**config.mk**
```make
export PLATFORM = sky130hd
export DESIGN_NAME = rational_arith_reduce_unit
export DESIGN_NICKNAME = d
export VERILOG_FILES = /design/src/hdl/rar_pkg.sv /design/src/hdl/rational_arith_reduce_unit.sv /design/src/hdl/rar_front.sv /design/src/hdl/rar_queue.sv /design/src/hdl/rar_back.sv
export VERILOG_INCLUDE_DIRS = /design/src /design/src/hdl
export SDC_FILE = /design/constraint.sdc
export NUM_CORES = 2
export LEC_CHECK = 0
export ABC_AREA = 1
export BUFFER_PORTS_ARGS = -buffer_cell sky130_fd_sc_hd__buf_4
export CAP_MARGIN = 20
export CORE_MARGIN = 3
export CORE_UTILIZATION = 40
export DETAILED_ROUTE_END_ITERATION = 12
export PLACE_DENSITY = 0.59
export SKIP_LAST_GASP = 1
export SLEW_MARGIN = 20
export SYNTH_ARGS = -nofsm -noshare
export SYNTH_HDL_FRONTEND = slang
export SYNTH_SLANG_ARGS = --single-unit
```
**constraint.sdc**
```tcl
create_clock -name clk -period 11.7 [get_ports clk]
set_clock_uncertainty 0.2 [all_clocks]
set_input_delay 0 -clock clk [delete_from_list [all_inputs] [get_ports clk]]
set_output_delay 0 -clock clk [all_outputs]
set_load 0.01 [all_outputs]
```
**src/hdl/assert_macros.svh**
```systemverilog
// Assertion macros shared by the rational arithmetic unit modules.
`ifndef ASSERT_MACROS_SVH
`define ASSERT_MACROS_SVH

// Property checked on every rising clk edge outside of reset.
`define ASSERT_CLK(label, prop, msg) \
  label: assert property (@(posedge clk) disable iff (rst) (prop)) else $error(msg);

// Condition that must never be true outside of reset.
`define ASSERT_NEVER(label, cond, msg) \
  label: assert property (@(posedge clk) disable iff (rst) !(cond)) else $error(msg);

`endif

```
**src/hdl/rar_pkg.sv**
```systemverilog
// Types and constants of the rational arithmetic unit.
`timescale 1ns / 1ps

package rar_pkg;

  localparam int OPERAND_W = 16;
  localparam int MAG_W     = OPERAND_W;
  localparam int PROD_W    = 2 * OPERAND_W - 1;
  localparam int SUM_W     = 2 * OPERAND_W;
  localparam int RES_NUM_W = 33;
  localparam int RES_DEN_W = 31;
  localparam int STATUS_W  = 2;
  localparam int CMD_W     = 2;

  localparam logic [CMD_W-1:0] CMD_ADD = 2'd0;
  localparam logic [CMD_W-1:0] CMD_SUB = 2'd1;
  localparam logic [CMD_W-1:0] CMD_MUL = 2'd2;
  localparam logic [CMD_W-1:0] CMD_DIV = 2'd3;

  localparam logic [STATUS_W-1:0] STAT_OK       = 2'd0;
  localparam logic [STATUS_W-1:0] STAT_ZERO_DEN = 2'd1;
  localparam logic [STATUS_W-1:0] STAT_DIV_ZERO = 2'd2;

  typedef struct packed {
    logic [CMD_W-1:0]            command;
    logic signed [OPERAND_W-1:0] a_num;
    logic signed [OPERAND_W-1:0] a_den;
    logic signed [OPERAND_W-1:0] b_num;
    logic signed [OPERAND_W-1:0] b_den;
  } in_t;

  typedef struct packed {
    logic signed [RES_NUM_W-1:0] res_num;
    logic [RES_DEN_W-1:0]        res_den;
    logic [STATUS_W-1:0]         status;
  } out_t;

  // Classified job handed from front to back: unreduced magnitudes and result sign.
  typedef struct packed {
    logic [STATUS_W-1:0] status;
    logic                neg;
    logic [SUM_W-1:0]    num_mag;
    logic [SUM_W-1:0]    den_mag;
  } job_t;

endpackage

```
**src/hdl/rational_arith_reduce_unit.sv**
```systemverilog
// Error and zero-numerator requests skip the GCD loop and the division in the back.
// Front: three cross products on one shared multiplier, one add, then a queue push.
// Back: binary GCD loop, then bit-serial division of both values by the GCD.
// The back takes a new job from the queue only once it has finished the last one;
// the front takes a new request only after it has pushed the last one to the queue.
// Reset (rst, synchronous): clears both sequencers, the queue count and the result valid.
`timescale 1ns / 1ps

module rational_arith_reduce_unit #(
  parameter int QUEUE_DEPTH = 2
) (
  input  logic          clk,
  input  logic          rst,
  input  logic          req_valid,
  output logic          req_stall,
  input  rar_pkg::in_t  req_data,
  output logic          res_valid,
  input  logic          res_stall,
  output rar_pkg::out_t res_data
);

  logic          push, full, pop, empty;
  rar_pkg::job_t push_data, pop_data;

  rar_front u_front (
    .clk       (clk),
    .rst       (rst),
    .req_valid (req_valid),
    .req_stall (req_stall),
    .req_data  (req_data),
    .push      (push),
    .push_data (push_data),
    .full      (full)
  );

  rar_queue #(
    .DEPTH (QUEUE_DEPTH)
  ) u_queue (
    .clk       (clk),
    .rst       (rst),
    .push      (push),
    .push_data (push_data),
    .full      (full),
    .pop       (pop),
    .pop_data  (pop_data),
    .empty     (empty)
  );

  rar_back u_back (
    .clk       (clk),
    .rst       (rst),
    .pop       (pop),
    .pop_data  (pop_data),
    .empty     (empty),
    .res_valid (res_valid),
    .res_stall (res_stall),
    .res_data  (res_data)
  );

endmodule

```
**src/hdl/rar_front.sv**
```systemverilog
// Front end: accepts a request, checks errors, forms cross products on one shared multiplier.
`timescale 1ns / 1ps
`include "assert_macros.svh"

module rar_front (
  input  logic          clk,
  input  logic          rst,
  input  logic          req_valid,
  output logic          req_stall,
  input  rar_pkg::in_t  req_data,
  output logic          push,
  output rar_pkg::job_t push_data,
  input  logic          full
);

  typedef enum logic [2:0] {F_IDLE, F_MUL0, F_MUL1, F_MUL2, F_SUM, F_PUSH} state_t;

  localparam int W  = rar_pkg::OPERAND_W;
  localparam int MW = rar_pkg::MAG_W;
  localparam int PW = rar_pkg::PROD_W;
  localparam int SW = rar_pkg::SUM_W;

  function automatic logic [MW-1:0] mag_of(input logic [W-1:0] v);
    mag_of = v[W-1] ? (~v + 1'b1) : v;
  endfunction

  state_t state;
  logic [rar_pkg::CMD_W-1:0] cmd;
  logic [MW-1:0] an_mag, ad_mag, bn_mag, bd_mag;
  logic an_neg, ad_neg, bn_neg, bd_neg;
  logic [rar_pkg::STATUS_W-1:0] status;
  logic [PW-1:0] p0_mag, p1_mag, p2_mag;
  logic p0_neg, p1_neg, p2_neg;
  rar_pkg::job_t job;

  logic [MW-1:0] x_mag, y_mag;
  logic x_neg, y_neg;
  logic [2*W-1:0] prod_full;
  logic [PW-1:0] prod_mag;
  logic prod_neg;

  logic [SW-1:0] sa, sb, sum_mag;
  logic sb_neg, sum_neg;

  logic [MW-1:0] in_an, in_ad, in_bn, in_bd;

  assign req_stall = (state != F_IDLE);
  assign push      = (state == F_PUSH);
  assign push_data = job;

  assign in_an = mag_of(req_data.a_num);
  assign in_ad = mag_of(req_data.a_den);
  assign in_bn = mag_of(req_data.b_num);
  assign in_bd = mag_of(req_data.b_den);

  // Operand schedule for the shared multiplier.
  always_comb begin
    x_mag = ad_mag;
    x_neg = ad_neg;
    y_mag = bd_mag;
    y_neg = bd_neg;
    case (state)
      F_MUL0: begin
        x_mag = an_mag;
        x_neg = an_neg;
        y_mag = (cmd == rar_pkg::CMD_MUL) ? bn_mag : bd_mag;
        y_neg = (cmd == rar_pkg::CMD_MUL) ? bn_neg : bd_neg;
      end
      F_MUL1: begin
        x_mag = bn_mag;
        x_neg = bn_neg;
        y_mag = ad_mag;
        y_neg = ad_neg;
      end
      default: begin
        y_mag = (cmd == rar_pkg::CMD_DIV) ? bn_mag : bd_mag;
        y_neg = (cmd == rar_pkg::CMD_DIV) ? bn_neg : bd_neg;
      end
    endcase
  end

  assign prod_full = (2 * W)'(x_mag) * (2 * W)'(y_mag);
  assign prod_mag  = prod_full[PW-1:0];
  assign prod_neg  = (x_neg ^ y_neg) && (prod_mag != '0);

  // Sign-magnitude add or subtract of the two cross products for ADD and SUB; MUL and DIV pass the first product on.
  always_comb begin
    sa     = SW'(p0_mag);
    sb     = SW'(p1_mag);
    sb_neg = p1_neg ^ ((cmd == rar_pkg::CMD_SUB) && (p1_mag != '0));
    if ((cmd == rar_pkg::CMD_ADD) || (cmd == rar_pkg::CMD_SUB)) begin
      if (p0_neg == sb_neg) begin
        sum_mag = sa + sb;
        sum_neg = p0_neg;
      end else if (sa >= sb) begin
        sum_mag = sa - sb;
        sum_neg = p0_neg;
      end else begin
        sum_mag = sb - sa;
        sum_neg = sb_neg;
      end
    end else begin
      sum_mag = sa;
      sum_neg = p0_neg;
    end
    if (sum_mag == '0) begin
      sum_neg = 1'b0;
    end
  end

  always_ff @(posedge clk) begin
    if (rst) begin
      state <= F_IDLE;
    end else begin
      unique case (state)
        F_IDLE: begin
          if (req_valid) begin
            cmd    <= req_data.command;
            an_mag <= in_an;
            ad_mag <= in_ad;
            bn_mag <= in_bn;
            bd_mag <= in_bd;
            an_neg <= req_data.a_num[W-1];
            ad_neg <= req_data.a_den[W-1];
            bn_neg <= req_data.b_num[W-1];
            bd_neg <= req_data.b_den[W-1];
            if ((in_ad == '0) || (in_bd == '0)) begin
              status <= rar_pkg::STAT_ZERO_DEN;
            end else if ((req_data.command == rar_pkg::CMD_DIV) && (in_bn == '0)) begin
              status <= rar_pkg::STAT_DIV_ZERO;
            end else begin
              status <= rar_pkg::STAT_OK;
            end
            state <= F_MUL0;
          end
        end
        F_MUL0: begin
          p0_mag <= prod_mag;
          p0_neg <= prod_neg;
          state  <= F_MUL1;
        end
        F_MUL1: begin
          p1_mag <= prod_mag;
          p1_neg <= prod_neg;
          state  <= F_MUL2;
        end
        F_MUL2: begin
          p2_mag <= prod_mag;
          p2_neg <= prod_neg;
          state  <= F_SUM;
        end
        F_SUM: begin
          job.status  <= status;
          job.neg     <= sum_neg != p2_neg;
          job.num_mag <= sum_mag;
          job.den_mag <= SW'(p2_mag);
          state       <= F_PUSH;
        end
        F_PUSH: begin
          if (!full) begin
            state <= F_IDLE;
          end
        end
        default: state <= F_IDLE;
      endcase
    end
  end

  `ASSERT_CLK(a_front_start, (state == F_IDLE && req_valid) |=> (state == F_MUL0), "front missed a request")

endmodule

```
**src/hdl/rar_queue.sv**
```systemverilog
// Short job queue between front and back.
`timescale 1ns / 1ps
`include "assert_macros.svh"

module rar_queue #(
  parameter int DEPTH = 2
) (
  input  logic          clk,
  input  logic          rst,
  input  logic          push,
  input  rar_pkg::job_t push_data,
  output logic          full,
  input  logic          pop,
  output rar_pkg::job_t pop_data,
  output logic          empty
);

  localparam int PW = (DEPTH > 1) ? $clog2(DEPTH) : 1;
  localparam int CW = $clog2(DEPTH + 1);

  rar_pkg::job_t mem [DEPTH];
  logic [PW-1:0] wr_ptr, rd_ptr;
  logic [CW-1:0] count;
  logic push_ok, pop_ok;

  assign full     = (count == CW'(DEPTH));
  assign empty    = (count == '0);
  assign push_ok  = push && !full;
  assign pop_ok   = pop && !empty;
  assign pop_data = mem[rd_ptr];

  always_ff @(posedge clk) begin
    if (push_ok) begin
      mem[wr_ptr] <= push_data;
    end
  end

  always_ff @(posedge clk) begin
    if (rst) begin
      wr_ptr <= '0;
      rd_ptr <= '0;
      count  <= '0;
    end else begin
      if (push_ok) begin
        wr_ptr <= (wr_ptr == PW'(DEPTH - 1)) ? '0 : wr_ptr + 1'b1;
      end
      if (pop_ok) begin
        rd_ptr <= (rd_ptr == PW'(DEPTH - 1)) ? '0 : rd_ptr + 1'b1;
      end
      if (push_ok && !pop_ok) begin
        count <= count + 1'b1;
      end else if (pop_ok && !push_ok) begin
        count <= count - 1'b1;
      end
    end
  end

  `ASSERT_NEVER(a_q_underflow, pop && empty, "pop from empty queue")
  `ASSERT_CLK(a_q_count, count <= CW'(DEPTH), "queue count out of range")
  `ASSERT_CLK(a_q_fill, (push_ok && !pop_ok) |=> (count == $past(count) + 1'b1), "queue fill lost")

endmodule

```
**src/hdl/rar_back.sv**
```systemverilog
// Back end: binary GCD, bit-serial division by the GCD, result register.
`timescale 1ns / 1ps
`include "assert_macros.svh"

module rar_back (
  input  logic          clk,
  input  logic          rst,
  output logic          pop,
  input  rar_pkg::job_t pop_data,
  input  logic          empty,
  output logic          res_valid,
  input  logic          res_stall,
  output rar_pkg::out_t res_data
);

  typedef enum logic [2:0] {B_IDLE, B_GCD, B_SCALE, B_DIV, B_DONE} state_t;

  localparam int SW  = rar_pkg::SUM_W;
  localparam int KW  = $clog2(SW + 1);
  localparam int CW  = $clog2(SW);
  localparam int NXW = (SW + 1 > rar_pkg::RES_NUM_W) ? SW + 1 : rar_pkg::RES_NUM_W;
  localparam int DXW = (SW > rar_pkg::RES_DEN_W) ? SW : rar_pkg::RES_DEN_W;

  state_t state;
  rar_pkg::job_t job;
  logic [SW-1:0] u, v, g;
  logic [KW-1:0] k;
  logic [SW-1:0] nq, dq, nrem, drem;
  logic [CW-1:0] cnt;

  logic [SW-1:0] trial_n, trial_d;
  logic [NXW-1:0] num_ext, num_sgn;
  logic [DXW-1:0] den_ext;
  rar_pkg::out_t res_next;

  assign pop = (state == B_IDLE) && !empty;

  assign trial_n = {nrem[SW-2:0], nq[SW-1]};
  assign trial_d = {drem[SW-2:0], dq[SW-1]};

  assign num_ext = NXW'(nq);
  assign num_sgn = job.neg ? (~num_ext + 1'b1) : num_ext;
  assign den_ext = DXW'(dq);

  always_comb begin
    if (job.status != rar_pkg::STAT_OK) begin
      res_next.res_num = '0;
      res_next.res_den = '0;
      res_next.status  = job.status;
    end else if (job.num_mag == '0) begin
      res_next.res_num = '0;
      res_next.res_den = rar_pkg::RES_DEN_W'(1);
      res_next.status  = rar_pkg::STAT_OK;
    end else begin
      res_next.res_num = num_sgn[rar_pkg::RES_NUM_W-1:0];
      res_next.res_den = den_ext[rar_pkg::RES_DEN_W-1:0];
      res_next.status  = rar_pkg::STAT_OK;
    end
  end

  always_ff @(posedge clk) begin
    if (rst) begin
      state     <= B_IDLE;
      res_valid <= 1'b0;
    end else begin
      if ((state == B_DONE) && (!res_valid || !res_stall)) begin
        res_valid <= 1'b1;
      end else if (res_valid && !res_stall) begin
        res_valid <= 1'b0;
      end
      unique case (state)
        B_IDLE: begin
          if (!empty) begin
            job <= pop_data;
            u   <= pop_data.num_mag;
            v   <= pop_data.den_mag;
            k   <= '0;
            if ((pop_data.status != rar_pkg::STAT_OK) || (pop_data.num_mag == '0)) begin
              state <= B_DONE;
            end else begin
              state <= B_GCD;
            end
          end
        end
        B_GCD: begin
          // Stein step; v never reaches zero, gcd is v << k once u is zero
          if (u == '0) begin
            state <= B_SCALE;
          end else if (!u[0] && !v[0]) begin
            u <= u >> 1;
            v <= v >> 1;
            k <= k + 1'b1;
          end else if (!u[0]) begin
            u <= u >> 1;
          end else if (!v[0]) begin
            v <= v >> 1;
          end else if (u >= v) begin
            u <= (u - v) >> 1;
          end else begin
            v <= (v - u) >> 1;
          end
        end
        B_SCALE: begin
          g     <= v << k;
          nq    <= job.num_mag;
          dq    <= job.den_mag;
          nrem  <= '0;
          drem  <= '0;
          cnt   <= CW'(SW - 1);
          state <= B_DIV;
        end
        B_DIV: begin
          // restoring division, one quotient bit per cycle for both values
          if (trial_n >= g) begin
            nrem <= trial_n - g;
            nq   <= {nq[SW-2:0], 1'b1};
          end else begin
            nrem <= trial_n;
            nq   <= {nq[SW-2:0], 1'b0};
          end
          if (trial_d >= g) begin
            drem <= trial_d - g;
            dq   <= {dq[SW-2:0], 1'b1};
          end else begin
            drem <= trial_d;
            dq   <= {dq[SW-2:0], 1'b0};
          end
          if (cnt == '0) begin
            state <= B_DONE;
          end else begin
            cnt <= cnt - 1'b1;
          end
        end
        B_DONE: begin
          if (!res_valid || !res_stall) begin
            res_data <= res_next;
            state    <= B_IDLE;
          end
        end
        default: state <= B_IDLE;
      endcase
    end
  end

  `ASSERT_CLK(a_div_done, (state == B_DIV && cnt == '0) |=> (state == B_DONE), "divider overran")
  `ASSERT_CLK(a_err_den, (res_valid && res_data.status != rar_pkg::STAT_OK) |-> (res_data.res_den == '0), "error result with nonzero denominator")

endmodule

```
## Word level (Yosys, flattened, before mapping)

Memories as Yosys holds them, arrays and structs flattened. A register that Yosys moved wholly into a read port is not among the register bits.
Index checks and enable logic that the tools add are counted.

| cells by class | value |
|---|---|
| add/subtract/negate cells | 18 |
| multiply operators | 1 |
| magnitude comparators | 4 |
| equality and inequality tests | 29 |
| shift operators | 1 |
| multiplexer cells | 70 |
| bitwise logic cells | 10 |
| reduce and logical (&&, ||, !) cells | 63 |

Operators with widths:

| kind | number |
|---|---|
| $mux 32 | 16 |
| $pmux 32 s2 | 4 |
| $logic_not 32->1 | 4 |
| $pmux 31 s2 | 2 |
| $ge 32x32->1 | 3 |
| $mux 16 | 5 |
| $add 16x1->16 const B | 4 |
| $not 16->16 | 4 |
| $pmux 16 s2 | 2 |
| $sub 31x31->32 | 2 |
| $sub 32x32->32 | 2 |
| $mux 31 | 2 |
| $reduce_bool 31->1 | 2 |
| $sub 31x31->31 | 2 |
| $logic_not 16->1 | 3 |
| $add 33x1->33 const B | 1 |
| $not 32->33 | 1 |
| $add 31x31->32 | 1 |
| $shl 32x6->32 | 1 |
| $ge 31x31->1 | 1 |
| $mul 16x16->31 | 1 |
| $mux 3 | 8 |
| $mux 6 | 3 |
| $pmux 3 s6 | 1 |
| 41 further kinds | 121 |

| word-level totals | value |
|---|---|
| flip-flop bits (word level) | 611 |
| memory bits (writable) | 132 |
| input port bits | 70 |
| output and inout port bits | 68 |
| logic and storage cells | 244 |
| memories kept | 1 |

Memory list:

| memory | depth | width | read ports | clocked after Yosys merged registers in | wr ports | RTL line | RTL |
|---|---|---|---|---|---|---|---|
| u_queue.mem | 2 | 66 | 1 | 1 | 1 | rar_queue.sv:21 | `rar_pkg::job_t mem [DEPTH];` |

## Logic depth before layout (Yosys ltp)

| depth | value |
|---|---|
| depth in word-level cells | 9 |
| depth in mapped cells | 42 |
| depth with buffers taken out | 40 |

## Cells and area by module

From an unflattened synthesis, not the netlist that was laid out.

| unflattened totals | value |
|---|---|
| cell total of the unflattened synthesis | 7,260 |
| area, all modules | 57,472.6 um^2 |

By module, submodules not included:

| module | times used | cells each | area each (um^2) | seq. area each (um^2) |
|---|---|---|---|---|
| rar_front | 1 | 3,572 | 26,455.4 | 7,086.8 |
| rar_back | 1 | 3,443 | 25,827.3 | 11,070.6 |
| rar_queue | 1 | 245 | 5,190.0 | 4,124.0 |

## Worst setup path before layout

OpenSTA, ideal clock, no wires.

| timing | value |
|---|---|
| path type | register -> register |
| start point | reg u_back.state[1] |
| end point | reg u_back.cnt[0] (enable) |
| setup time | 322 ps |
| arrival | 9,685 ps |
| data required time | 11,178 ps |
| slack | 1,493 ps |
| cell stages (with the launch flop) | 4 |
| buffers on the path | 0 |
| period minus slack after synthesis | 10,207 ps |
| cell sequence | dfxtp_1 inv_1 nor3_1 o21a_1 |

| on the way | value |
|---|---|
| longest elaborated chain between the ends | 3 |
| elaborated cells on any way between the ends | 5 |
| classes of those cells | eq/ne: 3; reduce/logical: 2 |

Ends and longest elaborated chain:

| element | RTL line | RTL |
|---|---|---|
| from (decl) | rar_back.sv:24 | `state_t state;` |
| from (signal assigned) | rar_back.sv:63 | `state <= B_IDLE;` |
| from (signal assigned) | rar_back.sv:79 | `state <= B_DONE;` |
| from (signal assigned) | rar_back.sv:81 | `state <= B_GCD;` |
| $eq 3x2->1 | rar_back.sv:71 | `unique case (state)` |
| $ne 2x2->1 (no line) or $reduce_bool 2->1 (tied branches) | - |  |
| $reduce_and 3->1 (no line) * | - |  |
| to (signal assigned) | rar_back.sv:109 | `cnt <= CW'(SW - 1);` |
| to (signal assigned) | rar_back.sv:131 | `cnt <= cnt - 1'b1;` |
| to (decl) | rar_back.sv:29 | `logic [CW-1:0] cnt;` |

Every way passes the cells marked *; elsewhere a longest branch is shown, timed or not.
A chain may end at the register's enable or synchronous reset.

## Worst setup path in the final report

| timing | value |
|---|---|
| start point | reg u_front.state[2] |
| end point | reg u_front.p2_neg (data pin) |

| on the way | value |
|---|---|
| longest elaborated chain between the ends | 5 |
| elaborated cells on any way between the ends | 10 |
| classes of those cells | mul: 1; eq/ne: 2; mux: 4; bitwise: 1; reduce/logical: 2 |

Ends and longest elaborated chain:

| element | RTL line | RTL |
|---|---|---|
| from (decl) | rar_front.sv:27 | `state_t state;` |
| from (signal assigned) | rar_front.sv:113 | `state <= F_IDLE;` |
| from (signal assigned) | rar_front.sv:134 | `state <= F_MUL0;` |
| from (signal assigned) | rar_front.sv:140 | `state <= F_MUL1;` |
| $eq 3x2->1 or $eq 3x1->1 (tied branches) | rar_front.sv:62 | `case (state)` |
| $pmux 16 s2 | rar_front.sv:62 |  |
| $mul 16x16->31 | rar_front.sv:82 | `assign prod_full = (2 * W)'(x_mag) * (2 * W)'(y_mag);` |
| $reduce_bool 31->1 | rar_front.sv:84 | `assign prod_neg = (x_neg ^ y_neg) && (prod_mag != '0);` |
| $logic_and 1x1->1 * | rar_front.sv:84 |  |
| net u_front.prod_neg | rar_front.sv:40 | `logic prod_neg;` |
| to (signal assigned) | rar_front.sv:149 | `p2_neg <= prod_neg;` |
| to (decl) | rar_front.sv:33 | `logic p0_neg, p1_neg, p2_neg;` |

The timed path passes the listed nets; every way through them passes the cells marked *.

==> impl_metrics.toml <==
[status]
run_status = "finished, final reports clean"

[floorplan]
number_of_standard_cell_rows_in_the_floorplan = 135
floorplan.die.height_um = 378.3
core_area_sq_um = 136500
initial_utilization = 0.4061
fp.dieW_um = 378.3
io_pins = 138
die_area_sq_um = 143100

[sta]
setup-tns-final_ns = 0
finalCritPeriodShare = 0.7710
transition_at_the_pin_with_the_smallest_max_transition_slack_ns = 1.231
grt_setup_unrepaired = "false"
worst_slack_ns = 2.680
holdWs_ns = 0.07736
fmaxAchievable_mhz = 110.9
max_slew_violation_total_from_the_final_report = 0
setup_violations = 0
final_period_minus_worst_setup_slack_ns = 9.020
hold_viol = 0
timing.max_slew.rel_slack = 0.1706

[hold_path]
min-delay-start = "req_data[10]"
hold_path.class = "input pin to register"

[critical_path]
worst_ep_arrival_time_ns = 9.26
cp-startpoint = "u_front.state[2]"
timing.critical_path.required_ns = 11.94
reg2reg_from = "u_front.state[2]"
critical_path.max_stage_delay_ns = 0.65
timing.critical_path.from_type = "register"
worst_path_dominant_cell_family = "adder cells"
timing.critical_path.mode_cell = "sky130_fd_sc_hd__nand2_1"
cp-end-kind = "register"
worstPathBufferInverterCount = 5
critPathMaxFanout = 25
worst_path_max_delay_cell = "sky130_fd_sc_hd__fa_1"
critical_path_class = "register to register"

[synth]
cells_after_synth = 6792
ys_seq_area_frac = 0.3998
synth_area_per_cell_sq_um = 8.161
post_synth_and_or_nand_nor_area_fraction = 0.2092
synth.mux.area_fraction = 0.002889
synthXorXnorAreaFrac = 0.03176
synth_async_sr_flop_share = 0
synth_top_flop_cell = "sky130_fd_sc_hd__edfxtp_1"
synth-compound-area-share = 0.1118
synth.yosys.warnings = 0
synth_edf_count = 730
main_combinational_cell_family_by_area_after_synthesis = "simple AND/OR/NAND/NOR gates"
post_synth_instance_area_sq_um = 55430
mappedNetlistNets = 7392
yosys.area_share.adder = 0.1467
ys_ff_latch = 742
netlist-cell-type-count = 67

[clocking]
clk-insertion-delay-late_ns = 0.72
htree_levels = 3
tritoncts_clock_tree = "built"
cts_buffers = 81
cts.repair.resized = 0
holdBufCountCts = 161
clk_path_buf_depth = 3
clkTransAtPathRegs_ns = 0.06
ctsRootBufferMaster = "sky130_fd_sc_hd__clkbuf_16"
postCtsSetupRepairBufs = 0
clock_sinks = 742

[routing]
detail_route.wl_per_cell_um = 21.47
totalWireLength_um = 190400
post-route-drc-count = 0
detail_route.first_pass.iterations = 6
ant_nets = 0
num_vias = 47300
first_iter_violations = 4330
via_per_inst = 5.331

[grt]
grt_max_degree = 87
overflow_left_after_global_routing = 0
global_route_wire_length_before_repair_um = 283000
antenna_found_initial = 4
first_global_vias = 45630
total_routing_usage_gr = 0.2629

[placed_design]
io_buffer_count = 137
post-place-ws_ns = 2.220
hpwlAfterDp_um = 149800
placed_cells = 8555
last_weighted_congestion_value_of_the_routability_driven_placer = 1.005

[run]
max_cap_viol_count = 0

[cells_and_area]
final_cell_count_no_fill = 8872
flow.area_growth_from_synthesis_pct = 13.13
mostFrequentLayoutCells = "sky130_fd_sc_hd__nand2_1, sky130_fd_sc_hd__inv_1, sky130_fd_sc_hd__edfxtp_1"
nets = 7619
drive_gt1_frac = 0.06775
mostFrequentLayoutCell = "sky130_fd_sc_hd__nand2_1"
final.fill_count = 13270
==> cells by family (layout without fill, tap and decap cells) <==
kind of cell               count (synthesis)  in the layout
AOI/OAI and AO/OA                       1105           1105
DFF                                      742            742
xor gates and xnor gates                 201            201
and+or+nand+nor                         2797           2797
muxes                                     16             16
other                                      0              6
buffers and inverters                   1401           1694
adders and majority gates                530            530
==> cell usage after synthesis (13+ instances only) <==
master	count	area, sq um
sky130_fd_sc_hd__edfxtp_1	730	21920
sky130_fd_sc_hd__clkbuf_1	161	604.3
sky130_fd_sc_hd__nor4_1	41	256.5
sky130_fd_sc_hd__nand3_1	259	1296
sky130_fd_sc_hd__mux2i_1	16	160.2
sky130_fd_sc_hd__nand2_1	1753	6580
sky130_fd_sc_hd__o21a_1	27	202.7
sky130_fd_sc_hd__xnor2_1	81	709.4
sky130_fd_sc_hd__buf_4	24	180.2
sky130_fd_sc_hd__nor2_1	503	1888
sky130_fd_sc_hd__or2_2	57	356.6
sky130_fd_sc_hd__nor3_1	81	405.4
sky130_fd_sc_hd__ha_1	330	4129
sky130_fd_sc_hd__inv_2	18	67.56
sky130_fd_sc_hd__xor2_1	120	1051
sky130_fd_sc_hd__a211oi_1	13	97.59
sky130_fd_sc_hd__inv_1	1153	4328
sky130_fd_sc_hd__o211ai_1	22	165.2
sky130_fd_sc_hd__a31oi_1	24	150.1
sky130_fd_sc_hd__o21ai_0	422	2112
sky130_fd_sc_hd__buf_2	17	85.08
sky130_fd_sc_hd__o21bai_1	18	135.1
sky130_fd_sc_hd__nand4_1	52	325.3
sky130_fd_sc_hd__a21oi_1	440	2202
sky130_fd_sc_hd__o221ai_1	35	306.5
sky130_fd_sc_hd__fa_1	200	4004
sky130_fd_sc_hd__o21ai_1	14	70.07
==> final timing paths <==
check                          to  slack (ns)  cells past startpoint
max reg2reg        u_front.p2_neg        2.68                     29
max                u_front.p2_neg        2.68                     29
min reg2reg  u_front.push_data[2]        0.18                      0
min            u_front.bd_mag[10]        0.08                      3
==> state kept, by name (all words and copies together) (netlist names), 31 cells and up, named ones only <==
signal,flops
u_back.den_ext,32
u_back.drem,31
u_back.g,32
u_back.job,66
u_back.nq,32
u_back.nrem,31
u_back.res_data,66
u_back.u,32
u_back.v,31
u_front.p0_mag,31
u_front.p1_mag,31
u_front.p2_mag,31
u_front.push_data,66
u_queue.mem,132
==> layer usage <==
metal | wire length [um] | share of wire | global-route usage
met4 | 9055 | 0.048 | 0.1144
met2 | 91390 | 0.48 | 0.4475
met3 | 11340 | 0.060 | 0.03531
met1 | 78650 | 0.41 | 0.3342
met5 | 0 | 0 | 0
==> worst register-to-register path, delay by kind of cell (launching register included) <==
family / cells / cell delay (ns)
fa+ha+maj: 7 / 3.48
compound gates: 3 / 0.68
xor+xnor: 1 / 0.23
simple gates: 13 / 2.92
buf+inv: 5 / 0.83
flops: 1 / 0.42
==> final cells by class <==
cell class / count / area (sq um) / area share
Antenna cell: 6 / 15.01 / 0.0002394
Clock buffer: 96 / 2125 / 0.03388
Clock inverter: 53 / 643.1 / 0.01026
Inverter: 1182 / 4446 / 0.07089
Multi-Input combinational cell: 4649 / 27940 / 0.4456
Sequential cell: 742 / 22160 / 0.3534
Tap cell: 1781 / 2228 / 0.03553
Timing Repair Buffer: 363 / 3148 / 0.05020
==> through the flow <==
stage	utilization	instance area [sq um]
2_1_floorplan	-	55430
3_3_place_gp	0.4270	58280
6_report	0.4595	62710
3_5_place_dp	0.4272	58300
4_1_cts	0.4592	62680
5_1_grt	0.4594	62700
Power is left out: the tool's default activity adds up to more than one toggle a clock period on the data nets, which glitch-free logic cannot reach.
